## config.mk

```make
export PLATFORM = sky130hd
export DESIGN_NAME = bounded_stable_priority_queue
export DESIGN_NICKNAME = d
export VERILOG_FILES = /design/src/rtl/core/bsp_pkg.sv /design/src/rtl/core/bsp_ctrl.sv /design/src/rtl/core/bsp_datapath.sv /design/src/rtl/core/bounded_stable_priority_queue.sv
export VERILOG_INCLUDE_DIRS = /design/src /design/src/rtl/core
export SDC_FILE = /design/constraint.sdc
export NUM_CORES = 2
export LEC_CHECK = 0
export ABC_AREA = 0
export BUFFER_PORTS_ARGS = -buffer_cell sky130_fd_sc_hd__buf_2
export CORE_ASPECT_RATIO = 2
export CORE_MARGIN = 5
export CORE_UTILIZATION = 35
export CTS_BUF_LIST = sky130_fd_sc_hd__clkbuf_4 sky130_fd_sc_hd__clkbuf_8
export DETAILED_ROUTE_END_ITERATION = 12
export PLACE_DENSITY = 0.52
export SKIP_CTS_REPAIR_TIMING = 1
export SYNTH_ARGS = -nofsm -noshare
export SYNTH_HDL_FRONTEND = slang
export SYNTH_SLANG_ARGS = --single-unit
```

## constraint.sdc

```tcl
create_clock -name clk -period 6.8 [get_ports clk]
set_clock_uncertainty 0.05 [all_clocks]
set_input_delay 0.34 -clock clk [delete_from_list [all_inputs] [get_ports clk]]
set_output_delay 0.34 -clock clk [all_outputs]
set_load 0.02 [all_outputs]
```

## src/rtl/core/bounded_stable_priority_queue_macros.svh

```systemverilog
// assertion macros for the bounded stable priority queue
// no dependencies; included by the top level only
`ifndef BOUNDED_STABLE_PRIORITY_QUEUE_MACROS_SVH
`define BOUNDED_STABLE_PRIORITY_QUEUE_MACROS_SVH

`ifndef ASSERT_OFF
`define BSP_ASSERT(lbl, clk, rst_n, prop) \
	lbl: assert property (@(posedge clk) disable iff (!rst_n) (prop)) \
		else $error("bsp assertion failed");
`define BSP_ASSERT_IMPL(lbl, clk, rst_n, ante, cons) \
	lbl: assert property (@(posedge clk) disable iff (!rst_n) (ante) |-> (cons)) \
		else $error("bsp assertion failed");
`define BSP_ASSERT_NEXT(lbl, clk, rst_n, ante, cons) \
	lbl: assert property (@(posedge clk) disable iff (!rst_n) (ante) |=> (cons)) \
		else $error("bsp assertion failed");
`else
`define BSP_ASSERT(lbl, clk, rst_n, prop)
`define BSP_ASSERT_IMPL(lbl, clk, rst_n, ante, cons)
`define BSP_ASSERT_NEXT(lbl, clk, rst_n, ante, cons)
`endif

`endif

```

## src/rtl/core/bsp_pkg.sv

```systemverilog
// shared types and constants for the bounded stable priority queue
// no dependencies; used by every module of the block
package bsp_pkg;

	localparam int CMD_W = 2;
	localparam int VAL_W = 32;
	localparam int PRI_W = 16;
	localparam int CAP_W = 5;
	localparam int OCC_W = 5;
	localparam int STS_W = 2;

	localparam logic [CMD_W-1:0] CMD_INSERT = 2'd0;
	localparam logic [CMD_W-1:0] CMD_REMOVE = 2'd1;
	localparam logic [CMD_W-1:0] CMD_PEEK   = 2'd2;

	localparam logic [STS_W-1:0] STATUS_OK    = 2'd0;
	localparam logic [STS_W-1:0] STATUS_EMPTY = 2'd1;
	localparam logic [STS_W-1:0] STATUS_FULL  = 2'd2;

	localparam logic [CAP_W-1:0] CAP_RESET = 5'd16;

	typedef struct packed {
		logic [CMD_W-1:0] command;
		logic [VAL_W-1:0] item_value;
		logic [PRI_W-1:0] item_priority;
	} request_t;

	typedef struct packed {
		logic [VAL_W-1:0] head_value;
		logic [STS_W-1:0] status;
		logic [OCC_W-1:0] occupancy;
		logic             is_empty;
		logic             is_full;
	} result_t;

	typedef struct packed {
		logic load;
		logic execute;
	} ctrl_cmd_t;

	typedef struct packed {
		logic rsp_blocked;
	} ctrl_sts_t;

endpackage

```

## src/rtl/core/bsp_ctrl.sv

```systemverilog
// controller for the bounded stable priority queue: capture and execute sequencing
// depends on bsp_pkg
module bsp_ctrl (
	input  logic                clk,
	input  logic                arst_n,
	input  logic                req_valid,
	output logic                req_ready,
	input  bsp_pkg::ctrl_sts_t  sts,
	output bsp_pkg::ctrl_cmd_t  cmd
);

	typedef enum logic [1:0] {
		S_IDLE = 2'b01,
		S_EXEC = 2'b10
	} state_t;

	state_t state_q;
	state_t state_d;

	always_comb begin
		state_d     = state_q;
		req_ready   = 1'b0;
		cmd.load    = 1'b0;
		cmd.execute = 1'b0;
		unique case (state_q)
			S_IDLE: begin
				req_ready = 1'b1;
				if (req_valid) begin
					cmd.load = 1'b1;
					state_d  = S_EXEC;
				end
			end
			S_EXEC: begin
				if (!sts.rsp_blocked) begin
					cmd.execute = 1'b1;
					state_d     = S_IDLE;
				end
			end
			default: begin
				state_d = S_IDLE;
			end
		endcase
	end

	always_ff @(posedge clk or negedge arst_n) begin
		if (!arst_n) begin
			state_q <= S_IDLE;
		end else begin
			state_q <= state_d;
		end
	end

endmodule

```

## src/rtl/core/bsp_datapath.sv

```systemverilog
// datapath for the bounded stable priority queue: sorted entry store, capacity
// register and result register; depends on bsp_pkg
module bsp_datapath #(
	parameter int MAX_ENTRIES = 16
) (
	input  logic                          clk,
	input  logic                          arst_n,
	input  logic                          cfg_valid,
	input  logic [bsp_pkg::CAP_W-1:0]     cfg_data,
	input  bsp_pkg::request_t             req,
	input  bsp_pkg::ctrl_cmd_t            cmd,
	output bsp_pkg::ctrl_sts_t            sts,
	output logic                          rsp_valid,
	input  logic                          rsp_ready,
	output bsp_pkg::result_t              rsp
);

	localparam int CW   = $clog2(MAX_ENTRIES + 1);
	localparam int CMPW = (CW > bsp_pkg::CAP_W) ? CW : bsp_pkg::CAP_W;
	localparam logic [CMPW-1:0] MAX_C = CMPW'(MAX_ENTRIES);

	logic [bsp_pkg::VAL_W-1:0] val_q [MAX_ENTRIES];
	logic [bsp_pkg::PRI_W-1:0] pri_q [MAX_ENTRIES];
	logic [bsp_pkg::VAL_W-1:0] val_d [MAX_ENTRIES];
	logic [bsp_pkg::PRI_W-1:0] pri_d [MAX_ENTRIES];
	logic [CW-1:0]             count_q;
	logic [CW-1:0]             count_d;
	logic [bsp_pkg::CAP_W-1:0] cap_q;
	bsp_pkg::request_t         item_q;
	bsp_pkg::result_t          rsp_q;
	logic                      rsp_valid_q;
	bsp_pkg::result_t          res;

	logic [MAX_ENTRIES-1:0] ge;
	logic [CMPW-1:0]        cap_ext;
	logic [CMPW-1:0]        cap_use;
	logic [CMPW-1:0]        cnt_ext;
	logic [CMPW-1:0]        next_ext;
	logic                   do_insert;
	logic                   do_remove;

	assign cap_ext = CMPW'(cap_q);
	assign cap_use = (cap_ext > MAX_C) ? MAX_C : cap_ext;
	assign cnt_ext = CMPW'(count_q);

	// slots ahead of the new entry: occupied and priority not below it
	for (genvar i = 0; i < MAX_ENTRIES; i++) begin : g_cmp
		assign ge[i] = (CW'(i) < count_q) && (pri_q[i] >= item_q.item_priority);
	end

	always_comb begin
		res          = '0;
		res.status   = bsp_pkg::STATUS_OK;
		count_d      = count_q;
		do_insert    = 1'b0;
		do_remove    = 1'b0;
		unique case (item_q.command)
			bsp_pkg::CMD_INSERT: begin
				if (cnt_ext >= cap_use) begin
					res.status = bsp_pkg::STATUS_FULL;
				end else begin
					do_insert = 1'b1;
					count_d   = count_q + CW'(1);
				end
			end
			bsp_pkg::CMD_REMOVE, bsp_pkg::CMD_PEEK: begin
				if (count_q == '0) begin
					res.status = bsp_pkg::STATUS_EMPTY;
				end else begin
					res.head_value = val_q[0];
					if (item_q.command == bsp_pkg::CMD_REMOVE) begin
						do_remove = 1'b1;
						count_d   = count_q - CW'(1);
					end
				end
			end
			default: begin
			end
		endcase
		next_ext      = CMPW'(count_d);
		res.occupancy = next_ext[bsp_pkg::OCC_W-1:0];
		res.is_empty  = (count_d == '0);
		res.is_full   = (next_ext >= cap_use);
	end

	// per-slot compare-and-shift
	for (genvar i = 0; i < MAX_ENTRIES; i++) begin : g_slot
		logic at_pos;
		if (i == 0) begin : g_head
			assign at_pos = !ge[0];
		end else begin : g_body
			assign at_pos = !ge[i] && ge[i-1];
		end

		always_comb begin
			val_d[i] = val_q[i];
			pri_d[i] = pri_q[i];
			if (do_insert && !ge[i]) begin
				if (at_pos) begin
					val_d[i] = item_q.item_value;
					pri_d[i] = item_q.item_priority;
				end else begin
					val_d[i] = val_q[(i > 0) ? i - 1 : 0];
					pri_d[i] = pri_q[(i > 0) ? i - 1 : 0];
				end
			end else if (do_remove && (i < MAX_ENTRIES - 1)) begin
				val_d[i] = val_q[(i < MAX_ENTRIES - 1) ? i + 1 : i];
				pri_d[i] = pri_q[(i < MAX_ENTRIES - 1) ? i + 1 : i];
			end
		end

		always_ff @(posedge clk) begin
			if (cmd.execute) begin
				val_q[i] <= val_d[i];
				pri_q[i] <= pri_d[i];
			end
		end
	end

	always_ff @(posedge clk) begin
		if (cmd.load) begin
			item_q <= req;
		end
		if (cmd.execute) begin
			rsp_q <= res;
		end
	end

	always_ff @(posedge clk or negedge arst_n) begin
		if (!arst_n) begin
			count_q     <= '0;
			cap_q       <= bsp_pkg::CAP_RESET;
			rsp_valid_q <= 1'b0;
		end else begin
			if (cfg_valid) begin
				cap_q <= cfg_data;
			end
			if (cmd.execute) begin
				count_q     <= count_d;
				rsp_valid_q <= 1'b1;
			end else if (rsp_ready) begin
				rsp_valid_q <= 1'b0;
			end
		end
	end

	assign sts.rsp_blocked = rsp_valid_q && !rsp_ready;
	assign rsp_valid       = rsp_valid_q;
	assign rsp             = rsp_q;

endmodule

```

## src/rtl/core/bounded_stable_priority_queue.sv

```systemverilog
// top level of the bounded stable priority queue
// depends on bsp_pkg, bsp_ctrl, bsp_datapath and the assertion macro header
// Each accepted item's command is first captured into the item register and then run
// through the sorted compare-and-shift entry store, which writes every slot in
// parallel and loads the result register. A new item is taken in the cycle after
// its predecessor executes, so the block holds only one item at a time; a result
// left untaken in the result register holds the execute step until it is taken.
// Configuration writes are taken in any cycle.
`include "bounded_stable_priority_queue_macros.svh"

module bounded_stable_priority_queue #(
	parameter int MAX_ENTRIES = 16
) (
	input  logic                      clk,
	input  logic                      arst_n,
	input  logic                      cfg_valid,
	output logic                      cfg_ready,
	input  logic [bsp_pkg::CAP_W-1:0] cfg_data,
	input  logic                      req_valid,
	output logic                      req_ready,
	input  bsp_pkg::request_t         req,
	output logic                      rsp_valid,
	input  logic                      rsp_ready,
	output bsp_pkg::result_t          rsp
);

	bsp_pkg::ctrl_cmd_t ctl_cmd;
	bsp_pkg::ctrl_sts_t ctl_sts;

	assign cfg_ready = 1'b1;

	bsp_ctrl u_ctrl (
		.clk       (clk),
		.arst_n    (arst_n),
		.req_valid (req_valid),
		.req_ready (req_ready),
		.sts       (ctl_sts),
		.cmd       (ctl_cmd)
	);

	bsp_datapath #(
		.MAX_ENTRIES (MAX_ENTRIES)
	) u_datapath (
		.clk       (clk),
		.arst_n    (arst_n),
		.cfg_valid (cfg_valid),
		.cfg_data  (cfg_data),
		.req       (req),
		.cmd       (ctl_cmd),
		.sts       (ctl_sts),
		.rsp_valid (rsp_valid),
		.rsp_ready (rsp_ready),
		.rsp       (rsp)
	);

	`BSP_ASSERT_NEXT(a_one_item_at_a_time, clk, arst_n, req_valid && req_ready, !req_ready)
	`BSP_ASSERT_IMPL(a_exec_needs_free_slot, clk, arst_n, ctl_cmd.execute, !rsp_valid || rsp_ready)
	`BSP_ASSERT_IMPL(a_full_flag_on_full, clk, arst_n, rsp_valid && (rsp.status == bsp_pkg::STATUS_FULL), rsp.is_full)
	`BSP_ASSERT_IMPL(a_empty_error_shape, clk, arst_n, rsp_valid && (rsp.status == bsp_pkg::STATUS_EMPTY), rsp.is_empty && (rsp.head_value == '0))

endmodule

```

==> run_results.csv <==
group,metric,value,unit
clocking,cts_root_buffer,"clkbuf_8",
yosys,yosysTopAreaCellShare,53.1,%
timing,min_period_over_period,73.6,%
setup_path,endpoint_kind,"register",
yosys,netlist_top_cells_area,"edfxtp_1, mux2i_1, ha_1",
setup_path,reg2reg_depth,10,
routing,route.detailed.wl_per_inst,26.5,um
routing,dr.pass1.iters,5,
place,portBuffers,102,
final_layout,fin_cells,6408,
floorplan,rows,193,
routing,drt-total-wl,170,mm
timing,fmax,200,MHz
yosys,synth_nets,4723,
setup_path,required,7310,ps
yosys,synth_cells,4392,
global_route,met3_usage,2.76,%
final_layout,drive_gt1_share,12.5,%
global_route,grt-busiest-layer,"met2",
flow_run,maxCapViolations,0,
timing,rsz0062_at_grt,"no",
floorplan,dieArea,0.147,mm2
yosys,netlist_top_cells_count,"edfxtp_1, mux2i_1, a21oi_1, o21ai_0, nand2_1",
setup_path,path_max_fanout,96,
setup_path,crit_end,"u_datapath.val_q[6][1]",
floorplan,die_y,537,um
setup_path,cp-startpoint,"u_datapath.item_q[14]",
setup_path,reg2reg_from,"u_datapath.item_q[14]",
final_layout,area_growth,12.0,%
global_route,grt-ovfl-total,0,
routing,postRouteAntennaNets,0,
setup_path,reg2reg_setup_slack,1800,ps
timing,slew_headroom,14.5,%
timing,tns,0,ps
yosys,yosysMostFrequentCell,"edfxtp_1",
place,gp_congestion,0.865,
place,dp_hpwl,117,mm
setup_path,crit_chain,"inv_1 -> buf_4 -> ha_1 -> nand2_1 -> o21ai_0 -> a311o_1 -> o311a_4 -> nand2b_4 -> buf_4 -> o21ai_0",
floorplan,initial_core_util,35.2,%
timing,final_max_slew_viol_count,0,
yosys,yosys_warnings,0,
final_layout,nets,4782,
worst_hold_path,hold_class,"primary input to register",
clocking,clock_sinks,872,
yosys,ys_types,66,
yosys,synth_ff_type,"edfxtp_1",
timing,worst_slew_pin_slew,1280,ps
setup_path,worstPathArrival,5510,ps
yosys,synth_edf_count,859,
global_route,grt_use_met2,44.8,%
timing,hold_viol,0,
routing,viasPerCell,5.69,
global_route,grt_pass1_wl,245,mm
routing,drt-initial-drc-count,2550,
clocking,clkLatencyLatePin,850,ps
floorplan,die_width,273,um
yosys,synth_area_per_cell,11.1,um2
setup_path,crit_slowest_cell,"edfxtp_1",
clocking,htree_levels,4,
clocking,numCtsBuffers,139,
setup_path,crit_path_max_incr_delay,950,ps
global_route,grt_usage,22.3,%
routing,post-route-drc-count,0,
yosys,synth_seq_cells,872,
routing,num_vias,36500,
global_route,grt_pass1_vias,37800,
run_status,status,"finished, final reports clean",
pwr,leakagePower,21.1,nW
pwr,power.density,281,mW/mm2
yosys,yosys.area.top_type,"edfxtp_1",
global_route,grt_antenna_before_repair,1,
clocking,cts_tree,"yes",
timing,finalSetupViolations,0,
yosys,async_flop_share,1.49,%
global_route,grt_start_max_net_pins,97,
setup_path,crit_type,"register to register",
yosys,ys_seq_area_share,53.8,%
timing,finalCriticalPeriod,5000,ps
setup_path,worstSetupStartpointType,"register",
pwr,ir_drop,0.168,mV
global_route,grt_use_met1,20.7,%
floorplan,io-pin-count,104,
floorplan,fp.coreArea,0.138,mm2
place,dp.cells,6097,
clocking,clock_path_buffers,3,
setup_path,r2r_end,"u_datapath.val_q[6][1]",
yosys,synth_area,0.0486,mm2
clocking,clk_transition_reported_paths,70,ps
[cell usage in the layout, fill, tap and decap left out, drive strengths merged, types with 42 or more instances in the layout]
master,synthesis,routed
nor2,368,368
mux2,89,89
buf,150,197
dlygate4sd3,0,65
a21oi,468,468
o21ai,533,533
clkbuf,194,193
inv,45,49
mux2i,482,482
a221oi,102,102
and2,43,43
edfxtp,859,859
and3,102,102
ha,271,271
clkinv,0,42
nand2,449,449
[per-stage QoR]
| step | utilization [%] | hold slack, ps | total power [mW] | worst slack, ps | area, um2 |
|---|---|---|---|---|---|
| after floorplan | - | -5.59 | 9.42 | 914 | 48600 |
| after global placement | 37.0 | 205 | 10.7 | 1880 | 51100 |
| after detailed placement | 37.0 | 207 | 10.7 | 1880 | 51100 |
| after CTS | 38.9 | -729 | 15.4 | 1850 | 53800 |
| after global routing | 39.4 | 114 | 16.0 | 1600 | 54400 |
| final | 39.4 | 158 | 15.3 | 1800 | 54400 |
[layer usage]
metal | share of wire (%) | vias up | routed length (um)
met5 | 0 | - | 0
met1 | 33 | 18300 | 55400
li1 | - | 16600 | -
met2 | 57 | 1089 | 97100
met4 | 7.3 | 0 | 12500
met3 | 3.0 | 541 | 5180
[cell type report]
| class | count | area (um2) |
|---|---|---|
| Sequential cell | 872 | 26100 |
| Fill cell | 13700 | 83700 |
| Timing Repair Buffer | 262 | 1960 |
| Antenna cell | 1 | 2.50 |
| Tap cell | 1852 | 2320 |
| Clock inverter | 52 | 334 |
| Multi-Input combinational cell | 3131 | 21200 |
| Inverter | 45 | 169 |
| Clock buffer | 193 | 2360 |
[how the worst min path moves through the flow]
stage / slack, ps / startpoint / endpoint / depth (start not counted)
6_report: 160 / req[12] / u_datapath.item_q[12] / 2
3_3_place_gp: 210 / arst_n / u_datapath.cnt_ext[4] / 1
4_1_cts: -730 / arst_n / u_datapath.cnt_ext[3] / 1
5_1_grt: 110 / req[37] / u_datapath.item_q[37] / 2
2_1_floorplan: -6 / arst_n / u_ctrl.state_q[1] / 0
3_5_place_dp: 210 / arst_n / u_datapath.cnt_ext[4] / 1
[logic make-up (layout without fill, tap and decap cells)]
group / after synthesis / in the layout / synth area share [%]
other: 1 / 2 / 0.00772
DFF: 872 / 872 / 53.8
and+or+nand+nor: 1066 / 1066 / 9.56
buffers and inverters: 389 / 552 / 3.57
AOI/OAI and AO/OA: 1222 / 1222 / 14.1
adders and majority gates: 271 / 271 / 6.98
muxes: 571 / 571 / 12.0
[power by group]
group / total, mW / internal [mW] / switching (mW)
combinational: 3.98 / 1.33 / 2.65
sequential: 6.68 / 6.39 / 0.286
clock: 4.66 / 2.36 / 2.31
total: 15.3 / 10.1 / 5.24
[sequential cells by signal, summed over array words and instances (netlist names)]
register              cells
u_datapath.val_q        512
u_datapath.item_q        50
u_ctrl.state_q            2
u_datapath.rsp           41
u_datapath.rsp_valid      1
u_datapath.cap_ext        5
u_datapath.pri_q        256
u_datapath.cnt_ext        5
[critical path, delay by kind of cell, from the launching register on]
kind / cells / cell delay (ps)
fa+ha+maj: 1 / 310
simple gates: 2 / 370
flops: 1 / 950
buf+inv: 3 / 1380
compound gates: 4 / 1550
No activity file was read; power rests on OpenSTA's default activity.
